$ cat config.mk
export PLATFORM = sky130hd
export DESIGN_NAME = rgba_over_blend_unit
export DESIGN_NICKNAME = d
export VERILOG_FILES = /design/src/rtl/rob_pkg.sv /design/src/rtl/rgba_over_blend_unit.sv
export SDC_FILE = /design/constraint.sdc
export NUM_CORES = 2
export LEC_CHECK = 0
export BUFFER_PORTS_ARGS = -buffer_cell sky130_fd_sc_hd__buf_2
export CORE_ASPECT_RATIO = 1.5
export CORE_MARGIN = 5
export CORE_UTILIZATION = 65
export CTS_CLUSTER_SIZE = 25
export DETAILED_ROUTE_END_ITERATION = 12
export HOLD_SLACK_MARGIN = 0.02
export PLACE_DENSITY_LB_ADDON = 0.12
export SYNTH_ARGS = -nofsm -noshare
export SYNTH_HDL_FRONTEND = slang
export SYNTH_SLANG_ARGS = --single-unit
$ cat constraint.sdc
create_clock -name aclk -period 7.4 [get_ports aclk]
set_input_delay 0.74 -clock aclk [delete_from_list [all_inputs] [get_ports aclk]]
set_output_delay 0.74 -clock aclk [all_outputs]
set_load 0.02 [all_outputs]
$ cat src/rtl/rob_pkg.sv
// Package with the constants and stage payload types of the RGBA over blend unit.
package rob_pkg;

    // Byte width of one color channel or alpha value.
    localparam int CHAN_W = 8;
    // Number of color lanes (red, green, blue); alpha is handled apart.
    localparam int NUM_LANES = 3;
    // Width of a pixel word.
    localparam int PIX_W = 32;
    // Width of a 255-scaled alpha weight.
    localparam int WGT_W = 16;
    // Width of the composite denominator, at most 65025.
    localparam int DEN_W = 17;
    // Width of a color numerator, at most 255 times the denominator.
    localparam int NUM_W = 25;
    // Quotient bits resolved by each divider stage.
    localparam int BITS_PER_STAGE = 2;
    // Number of divider stages needed for an eight-bit quotient.
    localparam int DIV_STAGES = CHAN_W / BITS_PER_STAGE;

    // Payload after the weight stage: alpha weights, denominator and raw colors.
    typedef struct packed {
        logic [WGT_W-1:0]                   top_wgt;
        logic [WGT_W-1:0]                   bot_wgt;
        logic [DEN_W-1:0]                   den;
        logic [NUM_LANES-1:0][CHAN_W-1:0]   top_col;
        logic [NUM_LANES-1:0][CHAN_W-1:0]   bot_col;
    } wgt_stage_t;

    // Payload of the numerator stage and of every divider stage.
    typedef struct packed {
        logic [NUM_LANES-1:0][NUM_W-1:0]    rem;
        logic [NUM_LANES-1:0][CHAN_W-1:0]   quo;
        logic [DEN_W-1:0]                   den;
        logic [CHAN_W-1:0]                  alpha;
    } div_stage_t;

endpackage

$ cat src/rtl/rgba_over_blend_unit.sv
// Top level of the RGBA over blend unit: a pipelined Porter-Duff over composite.
// Throughput is one pixel pair per cycle while the sink keeps m_ready high;
// the valid bit of every stage travels with its data.
// Each stage loads whenever it is empty or the stage after it moves, so bubbles are squeezed out.
// The color divisions use four restoring divider stages that resolve two quotient bits each.
// Reset (aresetn low at a clock edge) empties every stage; no payload is cleared.
module rgba_over_blend_unit (
    input  logic                        aclk,
    input  logic                        aresetn,
    input  logic                        s_valid,
    output logic                        s_ready,
    input  logic [rob_pkg::PIX_W-1:0]   s_top_pixel,
    input  logic [rob_pkg::PIX_W-1:0]   s_bottom_pixel,
    output logic                        m_valid,
    input  logic                        m_ready,
    output logic [rob_pkg::PIX_W-1:0]   m_blended_pixel
);
    import rob_pkg::*;

    logic                   wgt_valid_reg;
    wgt_stage_t             wgt_reg;
    wgt_stage_t             wgt_next;
    logic                   wgt_ready;

    logic                   num_valid_reg;
    div_stage_t             num_reg;
    div_stage_t             num_next;
    logic                   num_ready;

    logic                   div_valid_reg [DIV_STAGES];
    div_stage_t             div_reg [DIV_STAGES];
    div_stage_t             div_next [DIV_STAGES];
    logic                   div_ready [DIV_STAGES];

    logic                   m_valid_reg;
    logic [PIX_W-1:0]       m_blended_pixel_reg;
    logic [PIX_W-1:0]       m_blended_pixel_next;
    logic                   out_ready;

    // A stage may load when it is empty or its beat moves on in this cycle.
    assign out_ready = !m_valid_reg || m_ready;

    generate
        for (genvar g = 0; g < DIV_STAGES; g++) begin : g_ready
            if (g == DIV_STAGES - 1) begin : g_last
                assign div_ready[g] = !div_valid_reg[g] || out_ready;
            end else begin : g_mid
                assign div_ready[g] = !div_valid_reg[g] || div_ready[g+1];
            end
        end
    endgenerate

    assign num_ready = !num_valid_reg || div_ready[0];
    assign wgt_ready = !wgt_valid_reg || num_ready;
    assign s_ready   = wgt_ready;

    // Weight stage: 255*sa, da*(255-sa) and their sum, the denominator.
    always_comb begin
        logic [CHAN_W-1:0] sa;
        logic [CHAN_W-1:0] da;
        sa = s_top_pixel[PIX_W-1 -: CHAN_W];
        da = s_bottom_pixel[PIX_W-1 -: CHAN_W];
        wgt_next.top_wgt = {sa, {CHAN_W{1'b0}}} - WGT_W'(sa);
        wgt_next.bot_wgt = WGT_W'(da) * (WGT_W'({CHAN_W{1'b1}}) - WGT_W'(sa));
        wgt_next.den     = DEN_W'(wgt_next.top_wgt) + DEN_W'(wgt_next.bot_wgt);
        for (int i = 0; i < NUM_LANES; i++) begin
            wgt_next.top_col[i] = s_top_pixel[i*CHAN_W +: CHAN_W];
            wgt_next.bot_col[i] = s_bottom_pixel[i*CHAN_W +: CHAN_W];
        end
    end

    // Numerator stage: weighted color sums per lane, and alpha as den/255.
    always_comb begin
        logic [WGT_W+CHAN_W-1:0] top_prod;
        logic [WGT_W+CHAN_W-1:0] bot_prod;
        logic [DEN_W:0]          alpha_sum;
        top_prod = '0;
        bot_prod = '0;
        for (int i = 0; i < NUM_LANES; i++) begin
            top_prod        = (WGT_W+CHAN_W)'(wgt_reg.top_wgt)
                            * (WGT_W+CHAN_W)'(wgt_reg.top_col[i]);
            bot_prod        = (WGT_W+CHAN_W)'(wgt_reg.bot_wgt)
                            * (WGT_W+CHAN_W)'(wgt_reg.bot_col[i]);
            num_next.rem[i] = NUM_W'(top_prod) + NUM_W'(bot_prod);
            num_next.quo[i] = '0;
        end
        num_next.den = wgt_reg.den;
        // Exact floor(x/255) for x below 65535: (x + (x >> 8) + 1) >> 8.
        alpha_sum = (DEN_W+1)'(wgt_reg.den) + (DEN_W+1)'(wgt_reg.den[DEN_W-1:CHAN_W])
                  + (DEN_W+1)'(1);
        num_next.alpha = alpha_sum[2*CHAN_W-1:CHAN_W];
    end

    // Divider stages: restoring division, most significant quotient bit first.
    generate
        for (genvar g = 0; g < DIV_STAGES; g++) begin : g_div
            div_stage_t stage_in;
            if (g == 0) begin : g_first
                assign stage_in = num_reg;
            end else begin : g_chain
                assign stage_in = div_reg[g-1];
            end

            always_comb begin
                logic [NUM_W-1:0] shifted_den;
                div_next[g] = stage_in;
                shifted_den = '0;
                for (int b = 0; b < BITS_PER_STAGE; b++) begin
                    for (int i = 0; i < NUM_LANES; i++) begin
                        shifted_den = NUM_W'(stage_in.den)
                                    << (CHAN_W - 1 - g*BITS_PER_STAGE - b);
                        if (div_next[g].rem[i] >= shifted_den) begin
                            div_next[g].rem[i] = div_next[g].rem[i] - shifted_den;
                            div_next[g].quo[i][CHAN_W-1-g*BITS_PER_STAGE-b] = 1'b1;
                        end
                    end
                end
            end
        end
    endgenerate

    // Output stage: pack the bytes, or force zero when both alphas are zero.
    always_comb begin
        if (div_reg[DIV_STAGES-1].den == '0) begin
            m_blended_pixel_next = '0;
        end else begin
            m_blended_pixel_next = {div_reg[DIV_STAGES-1].alpha, div_reg[DIV_STAGES-1].quo};
        end
    end

    // Valid bits of every stage.
    always_ff @(posedge aclk) begin
        if (!aresetn) begin
            wgt_valid_reg <= 1'b0;
            num_valid_reg <= 1'b0;
            for (int j = 0; j < DIV_STAGES; j++) begin
                div_valid_reg[j] <= 1'b0;
            end
            m_valid_reg <= 1'b0;
        end else begin
            if (wgt_ready) begin
                wgt_valid_reg <= s_valid;
            end
            if (num_ready) begin
                num_valid_reg <= wgt_valid_reg;
            end
            if (div_ready[0]) begin
                div_valid_reg[0] <= num_valid_reg;
            end
            for (int j = 1; j < DIV_STAGES; j++) begin
                if (div_ready[j]) begin
                    div_valid_reg[j] <= div_valid_reg[j-1];
                end
            end
            if (out_ready) begin
                m_valid_reg <= div_valid_reg[DIV_STAGES-1];
            end
        end
    end

    // Payload registers of every stage.
    always_ff @(posedge aclk) begin
        if (wgt_ready) begin
            wgt_reg <= wgt_next;
        end
        if (num_ready) begin
            num_reg <= num_next;
        end
        for (int j = 0; j < DIV_STAGES; j++) begin
            if (div_ready[j]) begin
                div_reg[j] <= div_next[j];
            end
        end
        if (out_ready) begin
            m_blended_pixel_reg <= m_blended_pixel_next;
        end
    end

    assign m_valid         = m_valid_reg;
    assign m_blended_pixel = m_blended_pixel_reg;

    // The input side stalls only when the whole pipeline is full behind a held result beat.
    a_stall_only_when_full: assert property (@(posedge aclk) disable iff (!aresetn)
        !s_ready |-> (m_valid && !m_ready && wgt_valid_reg && num_valid_reg))
        else $error("input stalled while the pipeline has room");

    // A zero denominator means both alphas were zero, so every numerator is zero.
    a_zero_den_zero_num: assert property (@(posedge aclk) disable iff (!aresetn)
        (num_valid_reg && num_reg.den == '0) |-> (num_reg.rem == '0))
        else $error("nonzero color numerator with zero denominator");

    // After the last divider stage every remainder lies below the denominator.
    a_remainder_below_den: assert property (@(posedge aclk) disable iff (!aresetn)
        (div_valid_reg[DIV_STAGES-1] && div_reg[DIV_STAGES-1].den != '0) |->
        ((div_reg[DIV_STAGES-1].rem[0] < NUM_W'(div_reg[DIV_STAGES-1].den)) &&
         (div_reg[DIV_STAGES-1].rem[1] < NUM_W'(div_reg[DIV_STAGES-1].den)) &&
         (div_reg[DIV_STAGES-1].rem[2] < NUM_W'(div_reg[DIV_STAGES-1].den))))
        else $error("divider remainder not below denominator");

    // A result beat held by the sink keeps its bytes until it is taken.
    a_held_result_stable: assert property (@(posedge aclk) disable iff (!aresetn)
        (m_valid && !m_ready) |=> (m_valid && $stable(m_blended_pixel)))
        else $error("held result beat changed");

endmodule

Yosys cells after proc, flatten, opt, wreduce, memory -nomap -nowiden
Memory sizes are Yosys's and may differ from the RTL's.
Index checks and enable logic that the tools add are counted.

storage, ports and cells
  input bits = 68
  RAM bits = 500
  word-level logic and storage cells = 171
  flip-flop bits (word level) = 232
  memories kept = 2
  output and inout bits = 34

operators by class
  order comparisons = 24
  bitwise operators = 4
  add/sub/neg operators = 32
  multiply operators = 7
  mux-type cells = 69
  reductions and logical operators = 15

memory list
  name           depth  width  read ports  clocked after Yosys merged registers in  wr ports  RTL line                    source
  div_reg        4      124    4           0                                        4         rgba_over_blend_unit.sv:31  div_stage_t div_reg [DIV_STAGES];
  div_valid_reg  4      1      4           0                                        4         rgba_over_blend_unit.sv:30  logic div_valid_reg [DIV_STAGES];

operator list
  kind                                           number
  two-way mux 25 bit                             24
  multiplier 16 x 8 -> 24 bit                    6
  adder 24 x 24 -> 25 bit                        3
  >= comparator 25 x 17 -> 1 bit                 3
  >= comparator 25 x 18 -> 1 bit                 3
  >= comparator 25 x 19 -> 1 bit                 3
  >= comparator 25 x 20 -> 1 bit                 3
  >= comparator 25 x 21 -> 1 bit                 3
  >= comparator 25 x 22 -> 1 bit                 3
  >= comparator 25 x 23 -> 1 bit                 3
  >= comparator 25 x 24 -> 1 bit                 3
  subtractor 25 x 17 -> 25 bit                   3
  subtractor 25 x 18 -> 25 bit                   3
  subtractor 25 x 19 -> 25 bit                   3
  subtractor 25 x 20 -> 25 bit                   3
  subtractor 25 x 21 -> 25 bit                   3
  subtractor 25 x 22 -> 25 bit                   3
  subtractor 25 x 23 -> 25 bit                   3
  subtractor 25 x 24 -> 25 bit                   3
  two-way mux 1 bit                              45
  adder 16 x 16 -> 17 bit                        1
  zero test 17 bit                               1
  adder 16 x 1 -> 16 bit, second input constant  1
  adder 16 x 9 -> 16 bit                         1
  other kinds (6)                                21

Longest topological paths before layout
  depth after elaboration = 10
  gate-level depth with buffers = 29
  mapped depth without buffers = 26

Worst setup path before layout
OpenSTA, ideal clock, no wires.

  path type = flip-flop to flip-flop
  start point = register wgt_reg[36] (netlist name)
  end point = register num_reg, in the netlist g_div[0].stage_in[98] (data pin)
  data arrival time = 6,163 ps
  setup slack = 978 ps
  period minus slack after synthesis = 6,422 ps
  stages on the path, launching flop included = 24
  buffers on the path = 1
  setup time = 260 ps
  required time = 7,140 ps
  cells stage by stage = edfxtp_1 > clkbuf_1 > and2_1 > fa_1 > inv_1 > fa_1 > fa_1 > inv_1 > fa_1 > fa_1 > inv_1 > fa_1 > inv_1 > ha_1 > a21o_1 > a21o_1 > a211oi_1 > o31ai_1 > o41ai_1 > o21ai_0 > or4_1 > a31oi_1 > o21bai_1 > xnor2_1

RTL lines
  what                    RTL line                     source
  start, declared         rgba_over_blend_unit.sv:21   wgt_stage_t wgt_reg;
  start signal, assigned  rgba_over_blend_unit.sv:164  wgt_reg <= wgt_next;
  end signal, assigned    rgba_over_blend_unit.sv:167  num_reg <= num_next;
  end, declared           rgba_over_blend_unit.sv:26   div_stage_t num_reg;

==> impl_results.md <==
- Global Route met2 Usage: 0.5951
- Total routed wirelength: 185,200 µm
- Gr usage total: 0.3252
- Hold-critical path depth: 1
- CP most frequent cell: fa_1
- Worst reg2reg path depth: 21
- Final hold viol count: 0
- Top cell type's share of synthesized area: 0.2643
- Routed via count: 51,920
- Ys async rst share: 0
- Hold Path Class: input pin to flop
- Drt pass-1 iters: 6
- Port bufs: 101
- Share of cells above drive strength 1: 0.08332
- M3 GR Usage: 0.03095
- Netlist cell types: 97
- RR Startpoint: wgt_reg[35]
- Run status: finished clean
- Gr busiest metal: met2
- Syn Inst Count: 7,134
- CP Data Required Time: 7820 ps
- Met1 usage: 0.3293
- Hold_ws: 221.6 ps
- Clk pin slew, worst setup/hold paths: 60 ps
- Final period util: 0.9542
- Crit path launch type: flop
- RSZ-0062 raised after global routing: no
- CP peak stage delay: 790 ps
- Area delta synth->final: 7.455%
- Most common cell in the netlist: inv_1
- Final net count: 8,724
- Vias/cell: 5.934
- Pin count of the biggest net entering global routing: 73
- Slew margin rel.: 0.2417
- Core box area: 106,900 µm²
- Hpwl dp: 152,100 µm
- Die span in x: 277.7 µm
- Initial antenna violation count: 0
- Synthesized flop and latch total: 621
- Synth area leader: edfxtp_1
- Synth area leaders: edfxtp_1 26%, fa_1 20%, ha_1 12%, inv_1 5.3%, nand2_1 3.9%
- Row count: 147
- Post-CTS Setup Bufs: 0
- Crit. End Element: flop
- Vias in the first global route: 54,340
- Worst Hold End: wgt_reg[12]
- PnR worst setup slack: 339.2 ps
- CP bufs+invs: 3
- R2r setup slk: 340 ps
- Arrival time at the worst endpoint: 7480 ps
- DR iter-0 viols: 2,816
- Slowest-stage cell, CP: edfxtp_1
- CP Cell Sequence: nand2_1 -> fa_1 -> fa_1 -> fa_1 -> inv_1 -> fa_1 -> fa_1 -> inv_1 -> fa_1 -> inv_1 -> ha_1 -> and3_1 -> and3_1 -> a211oi_1 -> o31ai_1 -> o41ai_1 -> o21ai_0 -> or4_1 -> a31oi_1 -> o21bai_1 -> xnor2_1
- Post-DRT Antenna Nets: 0
- Post-synth top cells: 979 x inv_1, 730 x nand2_1, 689 x ha_1
- Post-Synthesis Cell Area: 69,870 µm²
- Reg2reg end: g_div[0].stage_in[98]
- Die area: 114,300 µm²
- Post-Syn Area per Cell: 9.794 µm²
- Die height: 411.5 µm
- Layout fillers: 8,190
- CP delay by family, top: adder cells
- CTS root buf: clkbuf_16
- MaxCap Viol Count: 0
- I/O Pins: 102
- Worst slew pin tran: 1109 ps
- Hold path startpoint: s_bottom_pixel[12]
- Register area share after synthesis: 0.2660
- H-tree depth: 3
- Starting Density: 0.6538
- Worst-Skew Late Latency: 690 ps
- Clock Sinks: 621
- Syn. warnings: 0
- Global-route wire length before repair: 291,200 µm
- Max reg flops: 385
- Post-Syn Nets: 8,577
- Setup violations, final: 0
- Crit Path Class: flop to flop
- EDFF count, synth: 615
- Reg area: 18,590 µm²
- Grt total ovfl: 0
- Routed len/inst: 21.16 µm
- Final Slew Violations: 0
- Synth Flop Type: edfxtp_1
- Peak Freq: 0.1416 GHz
- DRC Markers: 0
- Resize count post-CTS: 0
- CTS tree: built
- Longest Clk Path Bufs: 3
- Routability cong.: 1.006
- Minimum clock period: 7061 ps
- CP Max Fanout: 16
- Total CTS buffers: 66
- Area of the multi-input gates: 46,910 µm²
- CTS Hold Buffers Added: 0
- Clock skew: 35.64 ps
- Fin Setup TNS: 0 ps
- Dpl ws: 427.2 ps
## area by class of cell
class                      count  area share
inverter                     985     0.04931
clock inverter                49    0.008183
tap                         1415     0.02358
clock buffer                  71     0.02282
sequential                   621      0.2476
multi-input combinational   5344      0.6248
timing repair buffer         263     0.02365
antenna                        2  0.00006666
## worst max path at each step
stage / start / slack (ps) / cells after the start / endpoint
after floorplan: wgt_reg[36] / 980 / 23 / g_div[0].stage_in[98]
after global placement: wgt_reg[36] / 550 / 22 / g_div[0].stage_in[98]
after detailed placement: wgt_reg[81] / 430 / 21 / g_div[0].stage_in[98]
after CTS: wgt_reg[81] / 340 / 21 / g_div[0].stage_in[98]
after global routing: wgt_reg[35] / 6 / 21 / g_div[0].stage_in[98]
final: wgt_reg[35] / 340 / 21 / g_div[0].stage_in[98]
## through the flow
stage          utilization  cells  instance area (µm²)
4_1_cts             0.7016   8735                74970
3_5_place_dp        0.6798   8615                72640
2_1_floorplan            -   7134                69870
3_3_place_gp        0.6798   8615                72640
6_report            0.7026   8750                75080
5_1_grt             0.7025   8748                75070
## logic make-up (layout without fill, tap and decap cells)
logic type	Yosys count	in the layout	synth area share
xor gates and xnor gates	384	384	0.04814
buffers and inverters	1169	1368	0.06357
muxes	196	196	0.03134
other	1	3	0.00005367
adders and majority gates	1375	1375	0.3199
and+or+nand+nor	2113	2113	0.1528
DFF	621	621	0.2660
AOI/OAI and AO/OA	1275	1275	0.1181
## placed cells by master (no fill, tap or decap), drive strengths merged, types with 41 or more instances in the layout
master / Yosys / layout
fa: 686 / 686
or3: 41 / 41
nand3: 77 / 77
nand2: 730 / 730
nor2: 290 / 290
xnor2: 278 / 278
o21ai: 287 / 287
ha: 689 / 689
o21a: 95 / 95
inv: 983 / 991
nand4: 67 / 67
clkbuf: 165 / 71
and2: 387 / 387
nand2b: 96 / 96
buf: 19 / 263
nor3: 104 / 104
edfxtp: 615 / 615
xor2: 106 / 106
mux2: 161 / 161
nor2b: 145 / 145
a21oi: 348 / 348
o21bai: 44 / 44
a21o: 179 / 179
## per-layer routing
| layer | routed length (µm) | vias to the layer above |
|---|---|---|
| li1 | - | 24570 |
| met1 | 62700 | 25320 |
| met2 | 95800 | 1406 |
| met3 | 6341 | 627 |
| met4 | 20310 | 0 |
| met5 | 0 | - |
Power is not shown: default switching activity piles up to over one toggle a cycle in this logic, so the estimate is an artifact.
